`src/lws_pkg.sv`:
```
package lws_pkg;

  localparam int CNT_W   = 32;
  localparam int TOTAL_W = 48;
  localparam int LAT_W   = 32;
  localparam int PER_W   = 16;
  localparam int DATA_W  = 32;
  localparam int ADDR_W  = 4;
  localparam int WIN_W   = 2;

  localparam logic [CNT_W-1:0]   CNT_MAX   = '1;
  localparam logic [TOTAL_W-1:0] TOTAL_MAX = '1;
  localparam logic [LAT_W-1:0]   LAT_MAX   = '1;

  localparam logic [PER_W-1:0] PER_SHORT_RST = 16'd1000;
  localparam logic [PER_W-1:0] PER_LONG_RST  = 16'd5000;

  localparam logic [1:0] REG_ENABLE       = 2'd0;
  localparam logic [1:0] REG_SHORT_PERIOD = 2'd1;
  localparam logic [1:0] REG_LONG_PERIOD  = 2'd2;

  typedef enum logic [1:0] {
    ACT_RECORD = 2'd0,
    ACT_TICK   = 2'd1,
    ACT_CLEAR  = 2'd2,
    ACT_REPORT = 2'd3
  } act_e;

  typedef enum logic [WIN_W-1:0] {
    WIN_ALL   = 2'd0,
    WIN_SHORT = 2'd1,
    WIN_LONG  = 2'd2
  } win_e;

  typedef enum logic [2:0] {
    ST_IDLE,
    ST_REC_ALL,
    ST_REC_SHORT,
    ST_REC_LONG,
    ST_RD,
    ST_MRG,
    ST_DIV_GO,
    ST_DIV_WAIT
  } state_e;

  typedef struct packed {
    logic [CNT_W-1:0]   count;
    logic [TOTAL_W-1:0] total;
    logic [LAT_W-1:0]   least;
    logic [LAT_W-1:0]   greatest;
  } tally_t;

  localparam tally_t TALLY_RST = '{count: '0, total: '0, least: '1, greatest: '0};

  function automatic tally_t tally_merge(tally_t a, tally_t b);
    tally_t             y;
    logic [CNT_W:0]     c;
    logic [TOTAL_W:0]   t;
    c = {1'b0, a.count} + {1'b0, b.count};
    t = {1'b0, a.total} + {1'b0, b.total};
    y.count    = c[CNT_W] ? CNT_MAX : c[CNT_W-1:0];
    y.total    = t[TOTAL_W] ? TOTAL_MAX : t[TOTAL_W-1:0];
    y.least    = (b.least < a.least) ? b.least : a.least;
    y.greatest = (b.greatest > a.greatest) ? b.greatest : a.greatest;
    return y;
  endfunction

endpackage

```
`src/lws_div.sv`:
```
module lws_div (
  input  logic                      clk_i,
  input  logic                      rst_ni,
  input  logic                      start_i,
  input  logic [lws_pkg::TOTAL_W-1:0] dividend_i,
  input  logic [lws_pkg::CNT_W-1:0]   divisor_i,
  output logic                      done_o,
  output logic [lws_pkg::TOTAL_W-1:0] quotient_o
);
  import lws_pkg::*;

  localparam int STEP_W = $clog2(TOTAL_W);

  logic               busy_q;
  logic               done_q;
  logic [STEP_W-1:0]  step_q;
  logic [CNT_W-1:0]   rem_q;
  logic [CNT_W-1:0]   div_q;
  logic [TOTAL_W-1:0] quo_q;
  logic [CNT_W:0]     trial;
  logic               fits;
  logic [CNT_W:0]     diff;
  logic [CNT_W-1:0]   rem_d;

  assign trial = {rem_q, quo_q[TOTAL_W-1]};
  assign fits  = trial >= {1'b0, div_q};
  assign diff  = trial - {1'b0, div_q};
  assign rem_d = fits ? diff[CNT_W-1:0] : trial[CNT_W-1:0];

  always_ff @(posedge clk_i or negedge rst_ni) begin
    if (!rst_ni) begin
      busy_q <= 1'b0;
      done_q <= 1'b0;
      step_q <= '0;
    end else begin
      done_q <= 1'b0;
      if (start_i) begin
        busy_q <= 1'b1;
        step_q <= '0;
      end else if (busy_q) begin
        step_q <= step_q + 1'b1;
        if (step_q == STEP_W'(TOTAL_W - 1)) begin
          busy_q <= 1'b0;
          done_q <= 1'b1;
        end
      end
    end
  end

  always_ff @(posedge clk_i) begin
    if (start_i) begin
      rem_q <= '0;
      div_q <= divisor_i;
      quo_q <= dividend_i;
    end else if (busy_q) begin
      rem_q <= rem_d;
      quo_q <= {quo_q[TOTAL_W-2:0], fits};
    end
  end

  assign done_o     = done_q;
  assign quotient_o = quo_q;

endmodule

```
`src/windowed_latency_statistics.sv`:
```
// Latency statistics over all time, a short ring and a long ring of slots.
// A request is taken when start_i is high and busy_o is low. A tick, a
// statistics clear, and a record or tick while tracking is off complete at
// the accepting edge and leave busy_o low. In a record, the
// current slot of each ring is read from its slot memory, then one shared
// merge unit updates the all-time tally, the short slot and the long slot in
// turn. In a report, each ring is walked slot by slot, with a read state
// and then a merge state per slot, through the same merge unit, and
// each of the three words waits on a bit-serial divider for
// the mean. Report words appear on valid_o for one cycle each,
// all-time first and the long window last with last_word_o set; the
// receiver cannot stall them and must take each word in its cycle.
module windowed_latency_statistics #(
  parameter int SHORT_SLOTS = 5,
  parameter int LONG_SLOTS  = 12
) (
  input  logic                         clk_i,
  input  logic                         rst_ni,
  input  logic                         start_i,
  output logic                         busy_o,
  input  logic [1:0]                   action_i,
  input  logic [lws_pkg::LAT_W-1:0]    latency_i,
  output logic                         valid_o,
  output logic [lws_pkg::WIN_W-1:0]    window_o,
  output logic [lws_pkg::CNT_W-1:0]    sample_count_o,
  output logic [lws_pkg::TOTAL_W-1:0]  latency_total_o,
  output logic [lws_pkg::LAT_W-1:0]    latency_least_o,
  output logic [lws_pkg::LAT_W-1:0]    latency_greatest_o,
  output logic [lws_pkg::LAT_W-1:0]    latency_mean_o,
  output logic                         last_word_o,
  input  logic                         psel,
  input  logic                         penable,
  input  logic                         pwrite,
  input  logic [lws_pkg::ADDR_W-1:0]   paddr,
  input  logic [lws_pkg::DATA_W-1:0]   pwdata,
  output logic [lws_pkg::DATA_W-1:0]   prdata,
  output logic                         pready
);
  import lws_pkg::*;

  localparam int SIDX_W = $clog2(SHORT_SLOTS);
  localparam int LIDX_W = $clog2(LONG_SLOTS);
  localparam int PTR_W  = (SIDX_W > LIDX_W) ? SIDX_W : LIDX_W;

  state_e state_q, state_d;

  logic             enable_q;
  logic [PER_W-1:0] sper_q;
  logic [PER_W-1:0] lper_q;
  logic             cfg_wr;

  tally_t                 all_q;
  logic [SHORT_SLOTS-1:0] s_vld_q, s_vld_d;
  logic [LONG_SLOTS-1:0]  l_vld_q, l_vld_d;
  logic [SIDX_W-1:0]      sidx_q, sidx_nxt;
  logic [LIDX_W-1:0]      lidx_q, lidx_nxt;
  logic [PER_W-1:0]       stick_q, stick_inc;
  logic [PER_W-1:0]       ltick_q, ltick_inc;
  logic                   s_rot, l_rot;
  logic [LAT_W-1:0]       sample_q;
  tally_t                 acc_q;
  win_e                   win_q;
  logic [PTR_W-1:0]       ptr_q;

  tally_t            s_mem [SHORT_SLOTS];
  tally_t            l_mem [LONG_SLOTS];
  tally_t            s_rd_q, l_rd_q;
  logic              s_rd_vld_q, l_rd_vld_q;
  logic              s_rd_en, l_rd_en;
  logic [SIDX_W-1:0] s_rd_addr;
  logic [LIDX_W-1:0] l_rd_addr;
  logic              s_wr_en, l_wr_en;

  tally_t s_slot, l_slot, sample_t, mrg_a, mrg_b, mrg_y;

  logic accept, do_record, do_tick, do_clear, do_report;
  act_e act;
  logic last_slot;
  logic div_start, div_done, emit;
  logic [TOTAL_W-1:0] quotient;

  logic             valid_q;
  logic [WIN_W-1:0] window_q;
  logic [CNT_W-1:0] count_q;
  logic [TOTAL_W-1:0] total_q;
  logic [LAT_W-1:0] least_q, greatest_q, mean_q;
  logic             last_q;

  // Configuration port
  assign pready = 1'b1;
  assign cfg_wr = psel & penable & pwrite;

  always_ff @(posedge clk_i or negedge rst_ni) begin
    if (!rst_ni) begin
      enable_q <= 1'b1;
      sper_q   <= PER_SHORT_RST;
      lper_q   <= PER_LONG_RST;
    end else if (cfg_wr) begin
      case (paddr[3:2])
        REG_ENABLE:       enable_q <= pwdata[0];
        REG_SHORT_PERIOD: sper_q   <= pwdata[PER_W-1:0];
        REG_LONG_PERIOD:  lper_q   <= pwdata[PER_W-1:0];
        default: ;
      endcase
    end
  end

  always_comb begin
    case (paddr[3:2])
      REG_ENABLE:       prdata = DATA_W'(enable_q);
      REG_SHORT_PERIOD: prdata = DATA_W'(sper_q);
      REG_LONG_PERIOD:  prdata = DATA_W'(lper_q);
      default:          prdata = '0;
    endcase
  end

  // Request decode
  assign busy_o    = (state_q != ST_IDLE);
  assign accept    = start_i & ~busy_o;
  assign act       = act_e'(action_i);
  assign do_record = accept & (act == ACT_RECORD) & enable_q;
  assign do_tick   = accept & (act == ACT_TICK) & enable_q;
  assign do_clear  = accept & (act == ACT_CLEAR);
  assign do_report = accept & (act == ACT_REPORT);

  // Tick counters and ring rotation
  assign stick_inc = stick_q + 1'b1;
  assign ltick_inc = ltick_q + 1'b1;
  assign s_rot     = (stick_inc >= sper_q) | (stick_inc == '0);
  assign l_rot     = (ltick_inc >= lper_q) | (ltick_inc == '0);
  assign sidx_nxt  = (sidx_q == SIDX_W'(SHORT_SLOTS - 1)) ? '0 : sidx_q + 1'b1;
  assign lidx_nxt  = (lidx_q == LIDX_W'(LONG_SLOTS - 1)) ? '0 : lidx_q + 1'b1;

  always_ff @(posedge clk_i or negedge rst_ni) begin
    if (!rst_ni) begin
      stick_q <= '0;
      ltick_q <= '0;
      sidx_q  <= '0;
      lidx_q  <= '0;
    end else if (do_tick) begin
      stick_q <= s_rot ? '0 : stick_inc;
      ltick_q <= l_rot ? '0 : ltick_inc;
      if (s_rot) begin
        sidx_q <= sidx_nxt;
      end
      if (l_rot) begin
        lidx_q <= lidx_nxt;
      end
    end
  end

  always_comb begin
    s_vld_d = s_vld_q;
    l_vld_d = l_vld_q;
    if (do_clear) begin
      s_vld_d = '0;
      l_vld_d = '0;
    end else begin
      if (do_tick && s_rot) begin
        s_vld_d[sidx_nxt] = 1'b0;
      end
      if (do_tick && l_rot) begin
        l_vld_d[lidx_nxt] = 1'b0;
      end
      if (s_wr_en) begin
        s_vld_d[sidx_q] = 1'b1;
      end
      if (l_wr_en) begin
        l_vld_d[lidx_q] = 1'b1;
      end
    end
  end

  always_ff @(posedge clk_i or negedge rst_ni) begin
    if (!rst_ni) begin
      s_vld_q <= '0;
      l_vld_q <= '0;
    end else begin
      s_vld_q <= s_vld_d;
      l_vld_q <= l_vld_d;
    end
  end

  // Slot memories
  always_ff @(posedge clk_i) begin
    if (s_wr_en) begin
      s_mem[sidx_q] <= mrg_y;
    end
    if (s_rd_en) begin
      s_rd_q     <= s_mem[s_rd_addr];
      s_rd_vld_q <= s_vld_q[s_rd_addr];
    end
  end

  always_ff @(posedge clk_i) begin
    if (l_wr_en) begin
      l_mem[lidx_q] <= mrg_y;
    end
    if (l_rd_en) begin
      l_rd_q     <= l_mem[l_rd_addr];
      l_rd_vld_q <= l_vld_q[l_rd_addr];
    end
  end

  assign s_slot   = s_rd_vld_q ? s_rd_q : TALLY_RST;
  assign l_slot   = l_rd_vld_q ? l_rd_q : TALLY_RST;
  assign sample_t = '{count: CNT_W'(1), total: TOTAL_W'(sample_q),
                      least: sample_q, greatest: sample_q};

  // Shared merge unit
  always_comb begin
    case (state_q)
      ST_REC_ALL: begin
        mrg_a = all_q;
        mrg_b = sample_t;
      end
      ST_REC_SHORT: begin
        mrg_a = s_slot;
        mrg_b = sample_t;
      end
      ST_REC_LONG: begin
        mrg_a = l_slot;
        mrg_b = sample_t;
      end
      ST_MRG: begin
        mrg_a = acc_q;
        mrg_b = (win_q == WIN_SHORT) ? s_slot : l_slot;
      end
      default: begin
        mrg_a = acc_q;
        mrg_b = TALLY_RST;
      end
    endcase
  end

  assign mrg_y = tally_merge(mrg_a, mrg_b);

  assign last_slot = (win_q == WIN_SHORT) ? (ptr_q == PTR_W'(SHORT_SLOTS - 1))
                                          : (ptr_q == PTR_W'(LONG_SLOTS - 1));

  // Sequencer
  always_comb begin
    state_d = state_q;
    case (state_q)
      ST_IDLE: begin
        if (do_record) begin
          state_d = ST_REC_ALL;
        end else if (do_report) begin
          state_d = ST_DIV_GO;
        end
      end
      ST_REC_ALL:   state_d = ST_REC_SHORT;
      ST_REC_SHORT: state_d = ST_REC_LONG;
      ST_REC_LONG:  state_d = ST_IDLE;
      ST_RD:        state_d = ST_MRG;
      ST_MRG:       state_d = last_slot ? ST_DIV_GO : ST_RD;
      ST_DIV_GO:    state_d = ST_DIV_WAIT;
      ST_DIV_WAIT: begin
        if (div_done) begin
          state_d = (win_q == WIN_LONG) ? ST_IDLE : ST_RD;
        end
      end
      default:      state_d = ST_IDLE;
    endcase
  end

  always_comb begin
    s_rd_en   = 1'b0;
    l_rd_en   = 1'b0;
    s_rd_addr = sidx_q;
    l_rd_addr = lidx_q;
    s_wr_en   = 1'b0;
    l_wr_en   = 1'b0;
    div_start = 1'b0;
    emit      = 1'b0;
    case (state_q)
      ST_IDLE: begin
        s_rd_en = do_record;
        l_rd_en = do_record;
      end
      ST_REC_SHORT: s_wr_en = 1'b1;
      ST_REC_LONG:  l_wr_en = 1'b1;
      ST_RD: begin
        s_rd_en   = (win_q == WIN_SHORT);
        l_rd_en   = (win_q == WIN_LONG);
        s_rd_addr = ptr_q[SIDX_W-1:0];
        l_rd_addr = ptr_q[LIDX_W-1:0];
      end
      ST_DIV_GO:    div_start = 1'b1;
      ST_DIV_WAIT:  emit = div_done;
      default: ;
    endcase
  end

  always_ff @(posedge clk_i or negedge rst_ni) begin
    if (!rst_ni) begin
      state_q <= ST_IDLE;
      all_q   <= TALLY_RST;
      win_q   <= WIN_ALL;
      ptr_q   <= '0;
    end else begin
      state_q <= state_d;
      if (do_clear) begin
        all_q <= TALLY_RST;
      end else if (state_q == ST_REC_ALL) begin
        all_q <= mrg_y;
      end
      if (do_report) begin
        win_q <= WIN_ALL;
      end else if (emit) begin
        case (win_q)
          WIN_ALL:   win_q <= WIN_SHORT;
          WIN_SHORT: win_q <= WIN_LONG;
          default:   win_q <= WIN_ALL;
        endcase
      end
      if (emit) begin
        ptr_q <= '0;
      end else if (state_q == ST_MRG) begin
        ptr_q <= ptr_q + 1'b1;
      end
    end
  end

  always_ff @(posedge clk_i) begin
    if (do_record) begin
      sample_q <= latency_i;
    end
    if (do_report) begin
      acc_q <= all_q;
    end else if (state_q == ST_MRG) begin
      acc_q <= mrg_y;
    end else if (emit) begin
      acc_q <= TALLY_RST;
    end
  end

  lws_div u_div (
    .clk_i      (clk_i),
    .rst_ni     (rst_ni),
    .start_i    (div_start),
    .dividend_i (acc_q.total),
    .divisor_i  (acc_q.count),
    .done_o     (div_done),
    .quotient_o (quotient)
  );

  // Result register
  always_ff @(posedge clk_i or negedge rst_ni) begin
    if (!rst_ni) begin
      valid_q <= 1'b0;
    end else begin
      valid_q <= emit;
    end
  end

  always_ff @(posedge clk_i) begin
    if (emit) begin
      window_q   <= win_q;
      count_q    <= acc_q.count;
      total_q    <= acc_q.total;
      least_q    <= (acc_q.count == '0) ? '0 : acc_q.least;
      greatest_q <= (acc_q.count == '0) ? '0 : acc_q.greatest;
      if (acc_q.count == '0) begin
        mean_q <= '0;
      end else if (quotient[TOTAL_W-1:LAT_W] != '0) begin
        mean_q <= LAT_MAX;
      end else begin
        mean_q <= quotient[LAT_W-1:0];
      end
      last_q     <= (win_q == WIN_LONG);
    end
  end

  assign valid_o            = valid_q;
  assign window_o           = window_q;
  assign sample_count_o     = count_q;
  assign latency_total_o    = total_q;
  assign latency_least_o    = least_q;
  assign latency_greatest_o = greatest_q;
  assign latency_mean_o     = mean_q;
  assign last_word_o        = last_q;

endmodule
```
`config.mk`:
```
export PLATFORM = sky130hd
export DESIGN_NAME = windowed_latency_statistics
export DESIGN_NICKNAME = d
export VERILOG_FILES = /design/src/lws_pkg.sv /design/src/lws_div.sv /design/src/windowed_latency_statistics.sv
export SDC_FILE = /design/constraint.sdc
export NUM_CORES = 2
export LEC_CHECK = 0
export BUFFER_PORTS_ARGS = -buffer_cell sky130_fd_sc_hd__buf_2
export CAP_MARGIN = 15
export CORE_AREA = 2 2 513 515
export DETAILED_ROUTE_END_ITERATION = 8
export DIE_AREA = 0 0 515 517
export GPL_ROUTABILITY_DRIVEN = 1
export GPL_TIMING_DRIVEN = 0
export PLACE_DENSITY = 0.76
export SETUP_SLACK_MARGIN = 0.3
export SLEW_MARGIN = 25
export SYNTH_ARGS = -nofsm -noshare
export SYNTH_HDL_FRONTEND = slang
export SYNTH_SLANG_ARGS = --single-unit
```
`constraint.sdc`:
```
create_clock -name clk_i -period 15.8 [get_ports clk_i]
set_clock_uncertainty 0.15 [all_clocks]
set_input_delay 0.79 -clock clk_i [delete_from_list [all_inputs] [get_ports clk_i]]
set_output_delay 0.79 -clock clk_i [all_outputs]
set_load 0.02 [all_outputs]
```
Word-level counts from Yosys, hierarchy flattened

Memories as Yosys holds them, arrays and structs flattened. A register that Yosys moved wholly into a read port is not among the register bits.
Index checks and enable logic that the tools add are counted.

ROM bits: 0
Bits in writable memories: 2448
Word-level logic and storage cells: 204
Register bits: 720
Latch bits: 0
Memories: 2

Add/subtract/negate cells: 9
Equal/unequal tests: 21
Bitwise operators: 18
Divide/modulo/power cells: 0
Shift-type cells: 0
Order comparisons: 15
Reduce and logical (&&, ||, !) cells: 27
Multiply operators: 0
Mux-type cells: 75

Memory list:

| memory | words | width | rd ports | clocked after memory_dff | write ports | line                              | RTL |
|---|---|---|---|---|---|---|---|
| l_mem  | 12    | 144   | 1        | 1                        | 1           | windowed_latency_statistics.sv:66 | `tally_t l_mem [LONG_SLOTS];` |
| s_mem  | 5     | 144   | 1        | 1                        | 1           | windowed_latency_statistics.sv:65 | `tally_t s_mem [SHORT_SLOTS];` |

Operators by type and width:

| operator                                      | number |
|---|---|
| two-way mux 144 bit                           | 8 |
| one-hot mux 144 bit (3 select lines)          | 1 |
| one-hot mux 144 bit (2 select lines)          | 1 |
| two-way mux 32 bit                            | 5 |
| two-way mux 48 bit                            | 3 |
| adder 48 x 48 -> 49 bit                       | 1 |
| two-way mux 12 bit                            | 4 |
| one-hot mux 16 bit (3 select lines)           | 1 |
| adder 32 x 32 -> 33 bit                       | 1 |
| >= comparator 33 x 32 -> 1 bit                | 1 |
| adder 16 x 1 -> 16 bit, second input constant | 2 |
| >= comparator 16 bit                          | 2 |
| greater-than comparator 32 bit                | 1 |
| logical NOT 16 bit                            | 2 |
| logical NOT 32 bit                            | 1 |
| less-than comparator 32 bit                   | 1 |
| two-way mux 16 bit                            | 2 |
| subtractor 32 bit                             | 1 |
| one-hot mux 3 bit (8 select lines)            | 1 |
| two-way mux 1 bit                             | 21 |
| two-way mux 5 bit                             | 4 |
| two-way mux 3 bit                             | 6 |
| two-way mux 4 bit                             | 4 |
| nonzero test 16 bit                           | 1 |
| other kinds (41)                              | 90 |

Logic depth before layout (Yosys ltp)

Depth after elaboration: 13
Gate-level depth with buffers: 23
Gate-level depth less buffers: 18

Hierarchy

A second synthesis with hierarchy kept.

Cell total of the unflattened synthesis: 9462
Area total of the unflattened synthesis: 148098.3 µm²

Modules (own cells, without submodules):

| module                      | area each (µm²) | times used | cells each | seq. area each (µm²) |
|---|---|---|---|---|
| windowed_latency_statistics | 141365.6        | 1          | 8813       | 99015.0 |
| lws_div                     | 6732.7          | 1          | 649        | 3243.1 |

Worst setup path after synthesis

Ideal clock, no wire load.

Path type: register to register
Start point: register state_q[1]
End point: register s_vld_q[4]
Arrival: 16.908 ns
Period minus slack after synthesis: 17.180 ns
Stages on the path, launching flop included: 9
Setup slack: -1.380 ns
Cells stage by stage: dfrtp_1 > clkbuf_1 > buf_2 > nor2b_1 > nand2_1 > clkbuf_1 > nor4b_1 > o21ai_0 > nor2_1

Cells in the longest elaborated chain, start to end: 11

Ends and longest elaborated chain:

| item                              | line                               | RTL |
|---|---|---|
| start: declaration                | windowed_latency_statistics.sv:45  | `state_e state_q, state_d;` |
| start signal: assignment          | windowed_latency_statistics.sv:302 | `state_q <= state_d;` |
| nonzero test 3 bit                | windowed_latency_statistics.sv:118 | `assign busy_o = (state_q != ST_IDLE);` |
| NOT 1 bit                         | windowed_latency_statistics.sv:119 | `assign accept = start_i & ~busy_o;` |
| bitwise AND 1 bit                 | windowed_latency_statistics.sv:119 |  |
| bitwise AND 1 bit (2 in a row)    | windowed_latency_statistics.sv:122 | `assign do_tick = accept & (act == ACT_TICK) & enable_q;` |
| logical AND 1 bit                 | windowed_latency_statistics.sv:159 | `if (do_tick && s_rot) begin` |
| two-way mux 5 bit                 | windowed_latency_statistics.sv:159 |  |
| two-way mux 5 bit                 | windowed_latency_statistics.sv:155 | `if (do_clear) begin` |
| bitwise OR 5 bit (no source line) | n/a                                |  |
| two-way mux 5 bit                 | windowed_latency_statistics.sv:165 | `if (s_wr_en) begin` |
| two-way mux 5 bit *               | windowed_latency_statistics.sv:155 |  |
| named net s_vld_d[4]              | windowed_latency_statistics.sv:53  | `logic [SHORT_SLOTS-1:0] s_vld_q, s_vld_d;` |
| end signal: assignment            | windowed_latency_statistics.sv:179 | `s_vld_q <= s_vld_d;` |
| end: declaration                  | windowed_latency_statistics.sv:53  |  |

Mark *: on every way through the listed nets, which the timed path passes. The rest lies on a longest branch. The select of a mux whose other input is x is not followed.
A chain may end at the register's enable or synchronous reset.

==> results.sh <==
export IMPL_leakage_nw=51.4
export IMPL_die_height_um=517
export IMPL_ys_warn_count=0
export IMPL_finalPower_mw=18.5
export IMPL_grt_pass1_vias=93068
export IMPL_layout_setup_ws_ps=6540
export IMPL_finalCritPeriodShare=0.586
export IMPL_die_w_um=515
export IMPL_wl_per_cell_um=33.8
export IMPL_insertion_delay_ps=960
export IMPL_ant_nets=0
export IMPL_synth_edf_count=3173
export IMPL_critical_path_class="flop to flop"
export IMPL_maxCapViolations=0
export IMPL_netlist_instances=9573
export IMPL_p_sw_mw=3.68
export IMPL_syn_avg_cell_area_um2=15.4
export IMPL_routabilityCongestion=1.04
export IMPL_comb_power_share=0.006
export IMPL_finalNonFillerCells=14187
export IMPL_dp_slack_ps=7050
export IMPL_cts_sinks=3456
export IMPL_r2r_slack_ps=6540
export IMPL_syn2layout_area_growth_pct=14.2
export IMPL_switching_share=0.200
export IMPL_synth_common_cells="edfxtp_1, o21ai_0, nor2_1"
export IMPL_grt_pass1_wl_um=675000
export IMPL_vias=95430
export IMPL_status="complete, no violations"
export IMPL_route_met2_wl_um=212000
export IMPL_initial_core_util=0.566
export IMPL_synth_top_area_cell="edfxtp_1"
export IMPL_max_slew_margin=0.139
export IMPL_io_pins=290
export IMPL_io_buffers=254
export IMPL_critPathSlowestCell="clkbuf_1"
export IMPL_totalWireLength_um=479000
export IMPL_nFillCells=17671
export IMPL_cts_hold_buf=49
export IMPL_clk_pin_slew_worst_paths_ps=60
export IMPL_overflow=0
export IMPL_synth_flop_cell="edfxtp_1"
export IMPL_cp_depth=21
export IMPL_netlist_top_cells_area="edfxtp_1, mux4_2, dfrtp_1, o21ai_0, ha_1"
export IMPL_drt_pass1_iter_count=9
export IMPL_finalSetupViolations=0
export IMPL_seq_area_frac_synth=0.692
export IMPL_cts_root_buffer="clkbuf_16"
export IMPL_dr_first_iter_drc_count=15326
export IMPL_ir_worst_vdd_v=0.0000888
export IMPL_cp_top_family="buffers and inverters"
export IMPL_cts_buffer_depth=4
export IMPL_worstSetupStartpointType="flop"
export IMPL_worst_path_max_fanout=17
export IMPL_place_hpwl_um=328000
export IMPL_cts_tree="built"
export IMPL_cts_inserted_buffers=349
export IMPL_timing_final_max_slew_violations=0
export IMPL_synthDistinctLibCells=97
export IMPL_critPathBufInv=8
export IMPL_num_nets_final=10744
export IMPL_slowest_delay_ps=890
export IMPL_rows=188
export IMPL_wl_met3_um=61200
export IMPL_internal_power_mw=14.8
export IMPL_place_inst=13463
export IMPL_max_freq_mhz=108
export IMPL_p_clk_frac=0.458
export IMPL_via_per_inst=6.73
export IMPL_power_per_cell_area_nw_per_um2=109
export IMPL_wl_met1_um=176000
export IMPL_crit_arrival_ps=9590
export IMPL_grt_start_max_net_pins=94
export IMPL_yosysMostFrequentCell="edfxtp_1"
export IMPL_drc=0
export IMPL_syn_area_um2=148000
export IMPL_coreArea_um2=261000
export IMPL_ff2ff_path_depth=21
export IMPL_critPathCaptureType="flop"
export IMPL_async_flop_share=0.0726
export IMPL_seqPwrFrac=0.535
export IMPL_cts_resized=0
export IMPL_rsz0062_at_grt="no"
export IMPL_fp_dieArea_um2=266000
export IMPL_worstMarginPinSlew_ps=1290
export IMPL_required_ps=16140
export IMPL_track_usage=0.357
export IMPL_whs_path_depth=3
export IMPL_fin_crit_ps=9260
export IMPL_hold_path_class="input port to flop"
export IMPL_drive_gt1_frac=0.192
export IMPL_crit_path_frequent_cell="clkbuf_1"
export IMPL_antenna_found_initial=43
export IMPL_cts_setup_buffers=0
export IMPL_hold_viol_final=0
export IMPL_h_tree_depth=5
export IMPL_top_layer_used="met5"
export IMPL_synth_seq_cells=3456
export IMPL_synth_top_area_share=0.645
export IMPL_crit_chain="clkbuf_1 > buf_2 > buf_2 > clkbuf_1 > clkbuf_1 > clkbuf_1 > buf_1 > nand2_1 > o21ai_0 > a21oi_1 > ha_1 > nand4_1 > nor4_1 > nand2_1 > o21ba_2 > o311ai_2 > a211oi_1 > o21ai_0 > a21bo_2 > a21oi_1 > inv_1"
-- final timing paths --
| path | start | to |
|---|---|---|
| max | state_q[1] | l_mem[7][111] |
| max in group asynchronous | rst_ni | all_q[105] |
| min reg2reg | u_div.rem_q[26] | u_div.rem_q[26] |
| min in group asynchronous | rst_ni | all_q[15] |
| max reg2reg | state_q[1] | l_mem[7][111] |
| min | paddr[3] | enable_q |
-- state kept, by name, indices dropped and copies added, names as in the netlist, 48 cells and up --
name and cells:
u_div.quotient_o 48, s_mem 720, s_rd_q 144, all_q 144, acc_q 144, l_rd_q 144, latency_total_o 48, l_mem 1728
-- power groups by stage --
stage	Sequential [mW]	Combinational [mW]	Clock [mW]
floorplan	10.1	0.0582	0
global placement	10.1	0.104	0
detailed placement	10.1	0.109	0
CTS	9.88	0.120	8.50
global route	9.88	0.132	8.83
finish	9.88	0.120	8.46
-- worst reg2reg max path, stage by stage, from the launching register on --
cell and delay [ps]:
dfrtp_1 400, clkbuf_1 270, buf_2 420, buf_2 300, clkbuf_1 630, clkbuf_1 890, clkbuf_1 660, buf_1 770
nand2_1 110, o21ai_0 130, a21oi_1 160, ha_1 430, nand4_1 270, nor4_1 730, nand2_1 130, o21ba_2 350
o311ai_2 200, a211oi_1 300, o21ai_0 150, a21bo_2 210, a21oi_1 690, inv_1 460
-- per-stage QoR --
stage          hold slack, ps  instance area, µm²   util  TNS [ps]
2_1_floorplan             293              148000      -    -69340
3_3_place_gp              317              153000  0.587  -6321420
3_5_place_dp              329              156000  0.599         0
4_1_cts                   116              168000  0.645         0
5_1_grt                   144              169000  0.646         0
6_report                  164              169000  0.646         0
-- layout by cell type, fill, tap and decap left out, types with 33 or more instances in the layout --
cell / instances
and3_1: 60
dlygate4sd3_1: 49
buf_4: 91
dfrtp_1: 207
buf_2: 419
nor2b_1: 116
nand2_1: 607
mux2_2: 161
clkbuf_2: 33
buf_6: 35
xor2_1: 56
bufinv_16: 42
mux2i_1: 173
nor3_1: 60
dfstp_2: 44
inv_1: 235
xnor2_1: 76
o21ai_0: 640
mux4_2: 580
clkinv_1: 64
nand3_1: 339
diode_2: 40
a21oi_1: 547
o31ai_1: 50
clkbuf_1: 462
ha_1: 222
o22ai_1: 68
a31oi_1: 155
a21o_1: 84
edfxtp_1: 3173
nand4_1: 49
nand2b_1: 52
nor2_1: 606
a22o_1: 83
buf_1: 46
buf_16: 49
clkinv_2: 44
clkbuf_16: 352
-- kinds of logic after synthesis --
kind of cell    count (synthesis)  share of synthesized area
buf+inv                       873                     0.0245
mux                           960                      0.116
fa+ha+maj                     225                     0.0192
simple gates                 2018                     0.0623
flops                        3456                      0.692
compound gates               1907                     0.0783
other cells                     2                  0.0000508
xor+xnor                      132                    0.00783
-- layer usage --
layer / vias to the layer above / global-route usage
li1: 39026 / -
met1: 47967 / 0.481
met2: 7183 / 0.528
met3: 1242 / 0.103
met4: 12 / 0.197
met5: - / 0
-- final cells by class --
class	instances	area (µm²)	share of cell area
sequential	3456	102000	0.606
clock buffer	436	9220	0.0547
inverter	247	997	0.00591
buffer	626	2740	0.0162
clock inverter	199	2370	0.0140
tap	3420	4280	0.0254
multi-input combinational	5259	42400	0.251
antenna	40	100	0.000593
timing repair buffer	504	4420	0.0262
Power figures use the tool's default switching activity.
